**config.mk**
```make
export PLATFORM = sky130hd
export DESIGN_NAME = content_length_deframer_core
export DESIGN_NICKNAME = d
export VERILOG_FILES = /design/src/cld_pkg.sv /design/src/content_length_deframer_core.sv
export VERILOG_INCLUDE_DIRS = /design/src /design/src/src
export SDC_FILE = /design/constraint.sdc
export NUM_CORES = 1
export LEC_CHECK = 0
export BUFFER_PORTS_ARGS = -buffer_cell sky130_fd_sc_hd__buf_2
export CAP_MARGIN = 20
export CORE_ASPECT_RATIO = 0.5
export CORE_MARGIN = 3
export CORE_UTILIZATION = 67
export CTS_BUF_LIST = sky130_fd_sc_hd__clkbuf_4 sky130_fd_sc_hd__clkbuf_8 sky130_fd_sc_hd__clkbuf_16
export DETAILED_ROUTE_END_ITERATION = 8
export PLACE_DENSITY = 0.85
export REMOVE_ABC_BUFFERS = 1
export SLEW_MARGIN = 25
export SYNTH_ARGS = -nofsm -noshare
export SYNTH_HDL_FRONTEND = slang
export SYNTH_SLANG_ARGS = --single-unit
```
**constraint.sdc**
```tcl
create_clock -name aclk -period 7.1 [get_ports aclk]
set_input_delay 1.42 -clock aclk [delete_from_list [all_inputs] [get_ports aclk]]
set_output_delay 1.42 -clock aclk [all_outputs]
set_load 0.01 [all_outputs]
```
**src/assert_macros.svh**
```systemverilog
// Assertion macros for the RTL files; the deframer core includes them.
`ifndef ASSERT_MACROS_SVH
`define ASSERT_MACROS_SVH

// Same-cycle implication, sampled on aclk, off while in reset.
`define ASSERT_IMPL(label, ante, cons, msg) \
    label: assert property (@(posedge aclk) disable iff (!aresetn) (ante) |-> (cons)) \
        else $error(msg);

// Next-cycle implication, sampled on aclk, off while in reset.
`define ASSERT_NEXT(label, ante, cons, msg) \
    label: assert property (@(posedge aclk) disable iff (!aresetn) (ante) |=> (cons)) \
        else $error(msg);

`endif

```
**src/cld_pkg.sv**
```systemverilog
// Types, codes and the header prefix table of the content-length deframer.
package cld_pkg;

    localparam int unsigned DEF_LENGTH_BITS = 32;
    localparam int unsigned CFG_WIDTH       = 32;
    localparam logic [CFG_WIDTH-1:0] MAX_LEN_RESET = '1;

    localparam logic [3:0] PREFIX_LEN = 4'd15;

    // frame_status codes
    localparam logic [2:0] ST_PAYLOAD = 3'd0;
    localparam logic [2:0] ST_EMPTY   = 3'd1;
    localparam logic [2:0] ST_MISSING = 3'd2;
    localparam logic [2:0] ST_INVALID = 3'd3;
    localparam logic [2:0] ST_LARGE   = 3'd4;

    // pending header error codes
    localparam logic [1:0] ERR_NONE    = 2'd0;
    localparam logic [1:0] ERR_INVALID = 2'd1;
    localparam logic [1:0] ERR_LARGE   = 2'd2;

    localparam logic [7:0] CHAR_CR = 8'h0D;
    localparam logic [7:0] CHAR_LF = 8'h0A;

    typedef enum logic [1:0] {
        PH_HEADER  = 2'b01,
        PH_PAYLOAD = 2'b10
    } phase_t;

    typedef enum logic [2:0] {
        LF_PREFIX = 3'b001,
        LF_IGNORE = 3'b010,
        LF_VALUE  = 3'b100
    } line_field_t;

    // "Content-Length:" one character per index
    function automatic logic [7:0] prefix_char(input logic [3:0] idx);
        logic [7:0] c;
        unique case (idx)
            4'd0:    c = "C";
            4'd1:    c = "o";
            4'd2:    c = "n";
            4'd3:    c = "t";
            4'd4:    c = "e";
            4'd5:    c = "n";
            4'd6:    c = "t";
            4'd7:    c = "-";
            4'd8:    c = "L";
            4'd9:    c = "e";
            4'd10:   c = "n";
            4'd11:   c = "g";
            4'd12:   c = "t";
            4'd13:   c = "h";
            4'd14:   c = ":";
            default: c = 8'h00;
        endcase
        return c;
    endfunction

    function automatic logic is_space(input logic [7:0] b);
        return (b == 8'h20) || ((b >= 8'h09) && (b <= 8'h0D));
    endfunction

endpackage

```
**src/content_length_deframer_core.sv**
```systemverilog
// Content-Length header parser and payload forwarder for a byte stream.
//
//   port group | dir | tdata          | tuser        | tlast
//   s_*        | in  | in_byte        | -            | -
//   m_*        | out | out_byte       | frame_status | end_of_frame
//   cfg_*      | in  | max_payload_length (write only)
//
// One word per clock is taken while s_tready is high and parsed in the cycle it
// is accepted. Its result is registered in the output register, or in the skid
// stage behind it, which takes one word while m_tready is low. Header bytes give
// no result but the final LF of CR LF CR LF on an empty or bad header. s_tready
// drops only while the skid stage is full and rises again the cycle after a pop.
// Reset is synchronous, active low; max_payload_length resets to all ones.
`include "assert_macros.svh"

module content_length_deframer_core #(
    parameter int unsigned LENGTH_BITS = cld_pkg::DEF_LENGTH_BITS
) (
    input  logic                           aclk,
    input  logic                           aresetn,
    input  logic                           s_tvalid,
    output logic                           s_tready,
    input  logic [7:0]                     s_tdata,     // [7:0] in_byte
    output logic                           m_tvalid,
    input  logic                           m_tready,
    output logic [7:0]                     m_tdata,     // [7:0] out_byte
    output logic [2:0]                     m_tuser,     // [2:0] frame_status
    output logic                           m_tlast,     // end_of_frame
    input  logic                           cfg_wr_en,
    input  logic [cld_pkg::CFG_WIDTH-1:0]  cfg_wr_data  // max_payload_length
);
    import cld_pkg::*;

    localparam int unsigned LB = LENGTH_BITS;
    localparam int unsigned CW = (LENGTH_BITS > CFG_WIDTH) ? LENGTH_BITS : CFG_WIDTH;

    // parser state
    phase_t           phase_reg, phase_next;
    logic [1:0]       term_reg, term_next;
    line_field_t      lf_reg, lf_next;
    logic [3:0]       pidx_reg, pidx_next;
    logic [LB-1:0]    acc_reg, acc_next;
    logic             found_reg, found_next;
    logic             digit_reg, digit_next;
    logic [1:0]       perr_reg, perr_next;
    logic [LB-1:0]    rem_reg, rem_next;
    logic [CFG_WIDTH-1:0] max_len_reg;

    // output register and skid stage
    logic             out_valid_reg, skid_valid_reg;
    logic [7:0]       out_byte_reg, skid_byte_reg;
    logic [2:0]       out_status_reg, skid_status_reg;
    logic             out_last_reg, skid_last_reg;

    logic             accept, pop;
    logic             res_valid, res_last;
    logic [7:0]       res_byte;
    logic [2:0]       res_status;
    logic             hdr_clear, go_payload;
    logic [1:0]       perr_end;

    logic             is_digit;
    logic [LB+3:0]    prod;
    logic             ovf;
    logic             too_large;

    assign s_tready = ~skid_valid_reg;
    assign accept   = s_tvalid & s_tready;
    assign pop      = out_valid_reg & m_tready;

    assign m_tvalid = out_valid_reg;
    assign m_tdata  = out_byte_reg;
    assign m_tuser  = out_status_reg;
    assign m_tlast  = out_last_reg;

    assign is_digit = (s_tdata >= "0") && (s_tdata <= "9");
    // acc * 10 + digit, top four bits flag overflow of LB bits
    assign prod = {1'b0, acc_reg, 3'b000} + {3'b000, acc_reg, 1'b0}
                + {{LB{1'b0}}, s_tdata[3:0]};
    assign ovf  = |prod[LB+3:LB];
    assign too_large = CW'(acc_reg) > CW'(max_len_reg);

    always_comb begin
        phase_next = phase_reg;
        term_next  = term_reg;
        lf_next    = lf_reg;
        pidx_next  = pidx_reg;
        acc_next   = acc_reg;
        found_next = found_reg;
        digit_next = digit_reg;
        perr_next  = perr_reg;
        rem_next   = rem_reg;
        res_valid  = 1'b0;
        res_byte   = 8'h00;
        res_status = ST_PAYLOAD;
        res_last   = 1'b0;
        hdr_clear  = 1'b0;
        go_payload = 1'b0;
        perr_end   = perr_reg;

        if (accept) begin
            if (phase_reg == PH_PAYLOAD) begin
                res_valid = 1'b1;
                res_byte  = s_tdata;
                res_last  = (rem_reg <= LB'(1));
                if (res_last) begin
                    hdr_clear = 1'b1;
                end else begin
                    rem_next = rem_reg - LB'(1);
                end
            end else if ((s_tdata == CHAR_LF) && term_reg[0]) begin
                // line end; term_reg odd means CR seen (1 or 3)
                if ((lf_reg == LF_VALUE) && !digit_reg && (perr_reg == ERR_NONE)) begin
                    perr_end = ERR_INVALID;
                end
                lf_next    = LF_PREFIX;
                pidx_next  = '0;
                digit_next = 1'b0;
                if (term_reg == 2'd3) begin
                    hdr_clear = 1'b1;
                    priority if (perr_end == ERR_INVALID) begin
                        res_status = ST_INVALID;
                    end else if (perr_end == ERR_LARGE) begin
                        res_status = ST_LARGE;
                    end else if (!found_reg) begin
                        res_status = ST_MISSING;
                    end else if (too_large) begin
                        res_status = ST_LARGE;
                    end else if (acc_reg == '0) begin
                        res_status = ST_EMPTY;
                    end else begin
                        go_payload = 1'b1;
                    end
                    res_valid = ~go_payload;
                    res_last  = 1'b1;
                end else begin
                    term_next = 2'd2;
                    perr_next = perr_end;
                end
            end else begin
                unique case (lf_reg)
                    LF_PREFIX: begin
                        if (s_tdata == prefix_char(pidx_reg)) begin
                            pidx_next = pidx_reg + 4'd1;
                            if (pidx_reg == PREFIX_LEN - 4'd1) begin
                                lf_next = LF_VALUE;
                            end
                        end else begin
                            lf_next = LF_IGNORE;
                        end
                    end
                    LF_VALUE: begin
                        if (!digit_reg) begin
                            if (is_digit) begin
                                digit_next = 1'b1;
                                acc_next   = LB'(s_tdata[3:0]);
                            end else if (!is_space(s_tdata)) begin
                                if (perr_reg == ERR_NONE) begin
                                    perr_next = ERR_INVALID;
                                end
                                lf_next = LF_IGNORE;
                            end
                        end else if (is_digit) begin
                            if (ovf) begin
                                if (perr_reg == ERR_NONE) begin
                                    perr_next = ERR_LARGE;
                                end
                                lf_next = LF_IGNORE;
                            end else begin
                                acc_next = prod[LB-1:0];
                            end
                        end else begin
                            found_next = 1'b1;
                            lf_next    = LF_IGNORE;
                        end
                    end
                    LF_IGNORE: begin
                    end
                    default: begin
                    end
                endcase
                if (s_tdata == CHAR_CR) begin
                    term_next = (term_reg == 2'd2) ? 2'd3 : 2'd1;
                end else begin
                    term_next = 2'd0;
                end
            end

            if (hdr_clear) begin
                phase_next = go_payload ? PH_PAYLOAD : PH_HEADER;
                rem_next   = go_payload ? acc_reg : '0;
                term_next  = 2'd0;
                lf_next    = LF_PREFIX;
                pidx_next  = '0;
                acc_next   = '0;
                found_next = 1'b0;
                digit_next = 1'b0;
                perr_next  = ERR_NONE;
            end
        end
    end

    // control state
    always_ff @(posedge aclk) begin
        if (!aresetn) begin
            phase_reg      <= PH_HEADER;
            term_reg       <= 2'd0;
            lf_reg         <= LF_PREFIX;
            pidx_reg       <= '0;
            acc_reg        <= '0;
            found_reg      <= 1'b0;
            digit_reg      <= 1'b0;
            perr_reg       <= ERR_NONE;
            rem_reg        <= '0;
            max_len_reg    <= MAX_LEN_RESET;
            out_valid_reg  <= 1'b0;
            skid_valid_reg <= 1'b0;
        end else begin
            phase_reg <= phase_next;
            term_reg  <= term_next;
            lf_reg    <= lf_next;
            pidx_reg  <= pidx_next;
            acc_reg   <= acc_next;
            found_reg <= found_next;
            digit_reg <= digit_next;
            perr_reg  <= perr_next;
            rem_reg   <= rem_next;
            if (cfg_wr_en) begin
                max_len_reg <= cfg_wr_data;
            end
            if (skid_valid_reg) begin
                if (pop) begin
                    skid_valid_reg <= 1'b0;
                end
            end else if (res_valid) begin
                if (out_valid_reg && !m_tready) begin
                    skid_valid_reg <= 1'b1;
                end else begin
                    out_valid_reg <= 1'b1;
                end
            end else if (pop) begin
                out_valid_reg <= 1'b0;
            end
        end
    end

    // result words
    always_ff @(posedge aclk) begin
        if (skid_valid_reg) begin
            if (pop) begin
                out_byte_reg   <= skid_byte_reg;
                out_status_reg <= skid_status_reg;
                out_last_reg   <= skid_last_reg;
            end
        end else if (res_valid) begin
            if (out_valid_reg && !m_tready) begin
                skid_byte_reg   <= res_byte;
                skid_status_reg <= res_status;
                skid_last_reg   <= res_last;
            end else begin
                out_byte_reg   <= res_byte;
                out_status_reg <= res_status;
                out_last_reg   <= res_last;
            end
        end
    end

    `ASSERT_IMPL(a_skid_behind_out, skid_valid_reg, out_valid_reg, "skid full with empty output")
    `ASSERT_IMPL(a_status_ends_frame, m_tvalid && (m_tuser != ST_PAYLOAD), m_tlast && (m_tdata == 8'h00), "status word malformed")
    `ASSERT_IMPL(a_payload_count, phase_reg == PH_PAYLOAD, rem_reg != '0, "payload phase with zero count")
    `ASSERT_NEXT(a_last_back_to_header, accept && (phase_reg == PH_PAYLOAD) && (rem_reg <= LB'(1)), phase_reg == PH_HEADER, "no return to header after last byte")

endmodule

```
==> summary.md <==
• 177 um — die boundary width
• met5 — top layer reached by signal wires
• 35.6% — overall fraction of global-route tracks in use
• 1.87 mW — overall power consumption
• sky130_fd_sc_hd__dfxtp_1 25%, sky130_fd_sc_hd__ha_1 13%, sky130_fd_sc_hd__edfxtp_1 7.4% — most area-consuming cells after synthesis
• 0 — number of buffers inserted by post-CTS setup repair
• 1.41 mW — Int Pwr
• 0 — overflow left after global routing
• 2 — Hold Path Depth
• 5.2% — combinational fraction of design power
• 1295 — number of design-rule violations left by the first detailed-router iteration
• 70 ps — Reg clk slew, reported paths
• 30 — count of standard-cell rows
• 13900 um2 — total core area
• 46100 um — global-route wire length before repair
• 0 — final-report max-slew violation count
• sky130_fd_sc_hd__dfxtp_1 — largest area contributor in the netlist
• 440 ps — insertion delay of the later-clocked pin in the worst-skew pair
• 0 — Yosys warning count
• 0 ps — total negative setup slack
• 1710 ps — fin worst setup slack
• 3120 um2 — FF/Latch Area
• 24.5% — area share of the largest cell type after synthesis
• 0 — final-report hold violation count
• built — CTS tree
• 153 uV — largest voltage drop on the vdd net
• 20600 um — detailed-placement wirelength estimate
• 24 — EDFF count, synth
• 59 — IO Pins
• 31.9% — share of the yosys chip area belonging to registers
• 5.16 nW — leakage power
• 0 — final count of negative-setup-slack endpoints
• 470 uW — switching power
• 9800 um2 — Post-Synthesis Cell Area
• 144 — Sinks on Clock Net
• 25.1% — switching portion of total power
• 5680 ps — data arrival time of the critical path
• 18 — top fanout value on the critical path
• 77.5% — post-layout utilization of the core
• 9571 — total via count in the routed design
• 1172 — Syn Inst Count
• 0.945% — share of cell area taken by muxes after synthesis
• flip-flop — endpoint kind of the worst setup timing path
• 58 — input/output buffers
• 6 — drt first pass iters
• 80 — unique cell type count in the Yosys netlist
• 120 x sky130_fd_sc_hd__dfxtp_1, 104 x sky130_fd_sc_hd__ha_1, 101 x sky130_fd_sc_hd__nand2_1 — highest-count cells in the layout ignoring fill and taps
• 6.79 — DR vias/cell
• 28600 um — total wirelength of the detailed-routed design
• 16200 um2 — Die Outline Area
• sky130_fd_sc_hd__clkbuf_16 — root buffer selected by CTS
• 4.30% — xor and xnor fraction of the mapped netlist area
• 0 — antenna fix cells
• 91.5 um — Vert. Die Dim
• 0% — Async SR Flop Fraction
• 10.5 ps — Final Skew
• 1009 — fill cell total of the finished layout
• 17 — Num CTS Buffers
• 5390 ps — min cycle time layout
• 7390 ps — critical path data required time
• sky130_fd_sc_hd__dfxtp_1 — most used flip-flop cell after synthesis
• 13.7% — adder-cell area share of the yosys netlist
• 0 — hold-fix buffers at CTS
• 8.36 um2 — mean cell area of the mapped netlist
• 12200 um — wire length on met1
• 174 nW/um2 — power density normalized to cell area
• 3160 um — total met3 wirelength after detailed routing
• 45.2% — sequential share of power
• 12000 um — routed length on met2
• 4 — CTS HTree Levels
• 1060 ps — Worst Max-Slew Pin Slew
• 10.1% — Area growth syn-to-layout
• reg -> reg — Min-Delay Path Class
• 14 — worst reg-to-reg path cell count
• 49.6% — power share of the clock group
• 10.5% — fraction of final layout cells with drive strength greater than 1
• 6140 um2 — area used by multi-input combinational logic
• primary input — startpoint types
• 144 — number of flip-flops and latches in the synthesized netlist
• 1.06 — Final Wtd Congestion
• 2 — CTS max path bufs
• 185 MHz — highest attainable clock frequency
• sky130_fd_sc_hd__dfxtp_1 — most common cell after layout, fill and taps aside
• 0 — maximum capacitance violations
• finished clean — run status
• compound AO/OA/AOI/OAI gates — largest family of logic cells by synthesized area
• 1530 ps — Worst Setup Slack post-DPL
• 19.9% — Synth Area in Simple Gates
• 76.0% — share of the clock period used by the worst path
• 1355 — Post-layout nets
• 0 — DRC violation count after routing
• 64 — pin count of the biggest net entering global routing
• 0 — total of cells resized after clock tree synthesis
• 70.4% — Initial Utilization
• 0 — post-route antenna net violation count
• 23.7% — Synth Area in Compound Gates
• 20.3 um — wire per inst
• in -> reg — Setup Crit Path Kind
• 29.4% — worst-case headroom to the max-slew limit
• no — setup repair after global routing missed its margin
• 1 — initial antenna violation count
• 9139 — number of global-route vias before repair
cells in the mapped netlist (13+ instances only):
cell,instances
sky130_fd_sc_hd__clkbuf_1,40
sky130_fd_sc_hd__o21ai_1,17
sky130_fd_sc_hd__a21o_1,32
sky130_fd_sc_hd__nand2_1,101
sky130_fd_sc_hd__nor3_1,36
sky130_fd_sc_hd__o22ai_1,31
sky130_fd_sc_hd__nand2b_1,13
sky130_fd_sc_hd__and3_1,16
sky130_fd_sc_hd__ha_1,104
sky130_fd_sc_hd__nor4_1,27
sky130_fd_sc_hd__inv_1,89
sky130_fd_sc_hd__o211ai_1,44
sky130_fd_sc_hd__nor2_1,75
sky130_fd_sc_hd__nand4_1,22
sky130_fd_sc_hd__a21oi_1,70
sky130_fd_sc_hd__dfxtp_1,120
sky130_fd_sc_hd__o21ai_0,49
sky130_fd_sc_hd__edfxtp_1,24
sky130_fd_sc_hd__xor2_1,25
sky130_fd_sc_hd__xnor2_1,20
sky130_fd_sc_hd__a221o_1,18
sky130_fd_sc_hd__nand3_1,24
stage by stage:
stage | cell area (um2) | hold slack [ps] | cells
after floorplan | 9600 | 436 | 1120
after global placement | 10200 | 447 | 1376
after detailed placement | 10200 | 470 | 1377
after CTS | 10800 | 482 | 1409
after global routing | 10800 | 507 | 1409
final | 10800 | 487 | 1409
per-layer routing:
layer  global-route usage, %  vias up
li1                        -     4415
met3                    10.8      120
met5                       0        -
met4                    15.8        2
met1                    47.6     4539
met2                    52.9      495
worst max-delay path, stage by stage:
cell and delay [ps]:
sky130_fd_sc_hd__buf_2 170, sky130_fd_sc_hd__inv_1 110, sky130_fd_sc_hd__fa_1 600, sky130_fd_sc_hd__inv_1 60, sky130_fd_sc_hd__ha_1 290, sky130_fd_sc_hd__a21oi_1 230
sky130_fd_sc_hd__o211ai_1 140, sky130_fd_sc_hd__o21ai_0 670, sky130_fd_sc_hd__o21ai_0 340, sky130_fd_sc_hd__nand3_1 190, sky130_fd_sc_hd__nor3b_1 330, sky130_fd_sc_hd__nand2_1 120
sky130_fd_sc_hd__a41oi_2 540, sky130_fd_sc_hd__buf_4 340, sky130_fd_sc_hd__o22ai_1 100
power by group through the flow:
| stage | sequential [mW] | clock, mW | combinational, mW |
|---|---|---|---|
| 3_5_place_dp | 0.865 | 0 | 0.0934 |
| 2_1_floorplan | 0.864 | 0 | 0.0500 |
| 5_1_grt | 0.849 | 0.960 | 0.108 |
| 4_1_cts | 0.847 | 0.927 | 0.0951 |
| 6_report | 0.848 | 0.930 | 0.0971 |
| 3_3_place_gp | 0.865 | 0 | 0.0883 |
cell type report:
| cell class | count | area share (%) |
|---|---|---|
| Multi-Input combinational cell | 883 | 56.8 |
| Clock buffer | 17 | 3.94 |
| Inverter | 93 | 3.23 |
| Sequential cell | 144 | 28.9 |
| Clock inverter | 15 | 1.62 |
| Tap cell | 192 | 2.23 |
| Timing Repair Buffer | 65 | 3.20 |
cells by family (layout without fill, tap and decap cells):
| family | Yosys count | count (layout) |
|---|---|---|
| multiplexers | 9 | 9 |
| adder cells (fa/ha/maj) | 106 | 106 |
| buffers and inverters | 145 | 190 |
| AO/OA/AOI/OAI | 343 | 343 |
| XOR/XNOR | 46 | 46 |
| AND/OR/NAND/NOR | 379 | 379 |
| flip-flops | 144 | 144 |
worst paths after layout:
path / startpoint / to / slack (ps)
setup / recovery: s_tdata[3] / acc_reg[10] / 1710
hold / removal: term_reg[0] / term_reg[0] / 490
setup reg to reg: acc_reg[2] / acc_reg[10] / 2460
hold reg to reg: term_reg[0] / term_reg[0] / 490
Power figures use the tool's default switching activity.
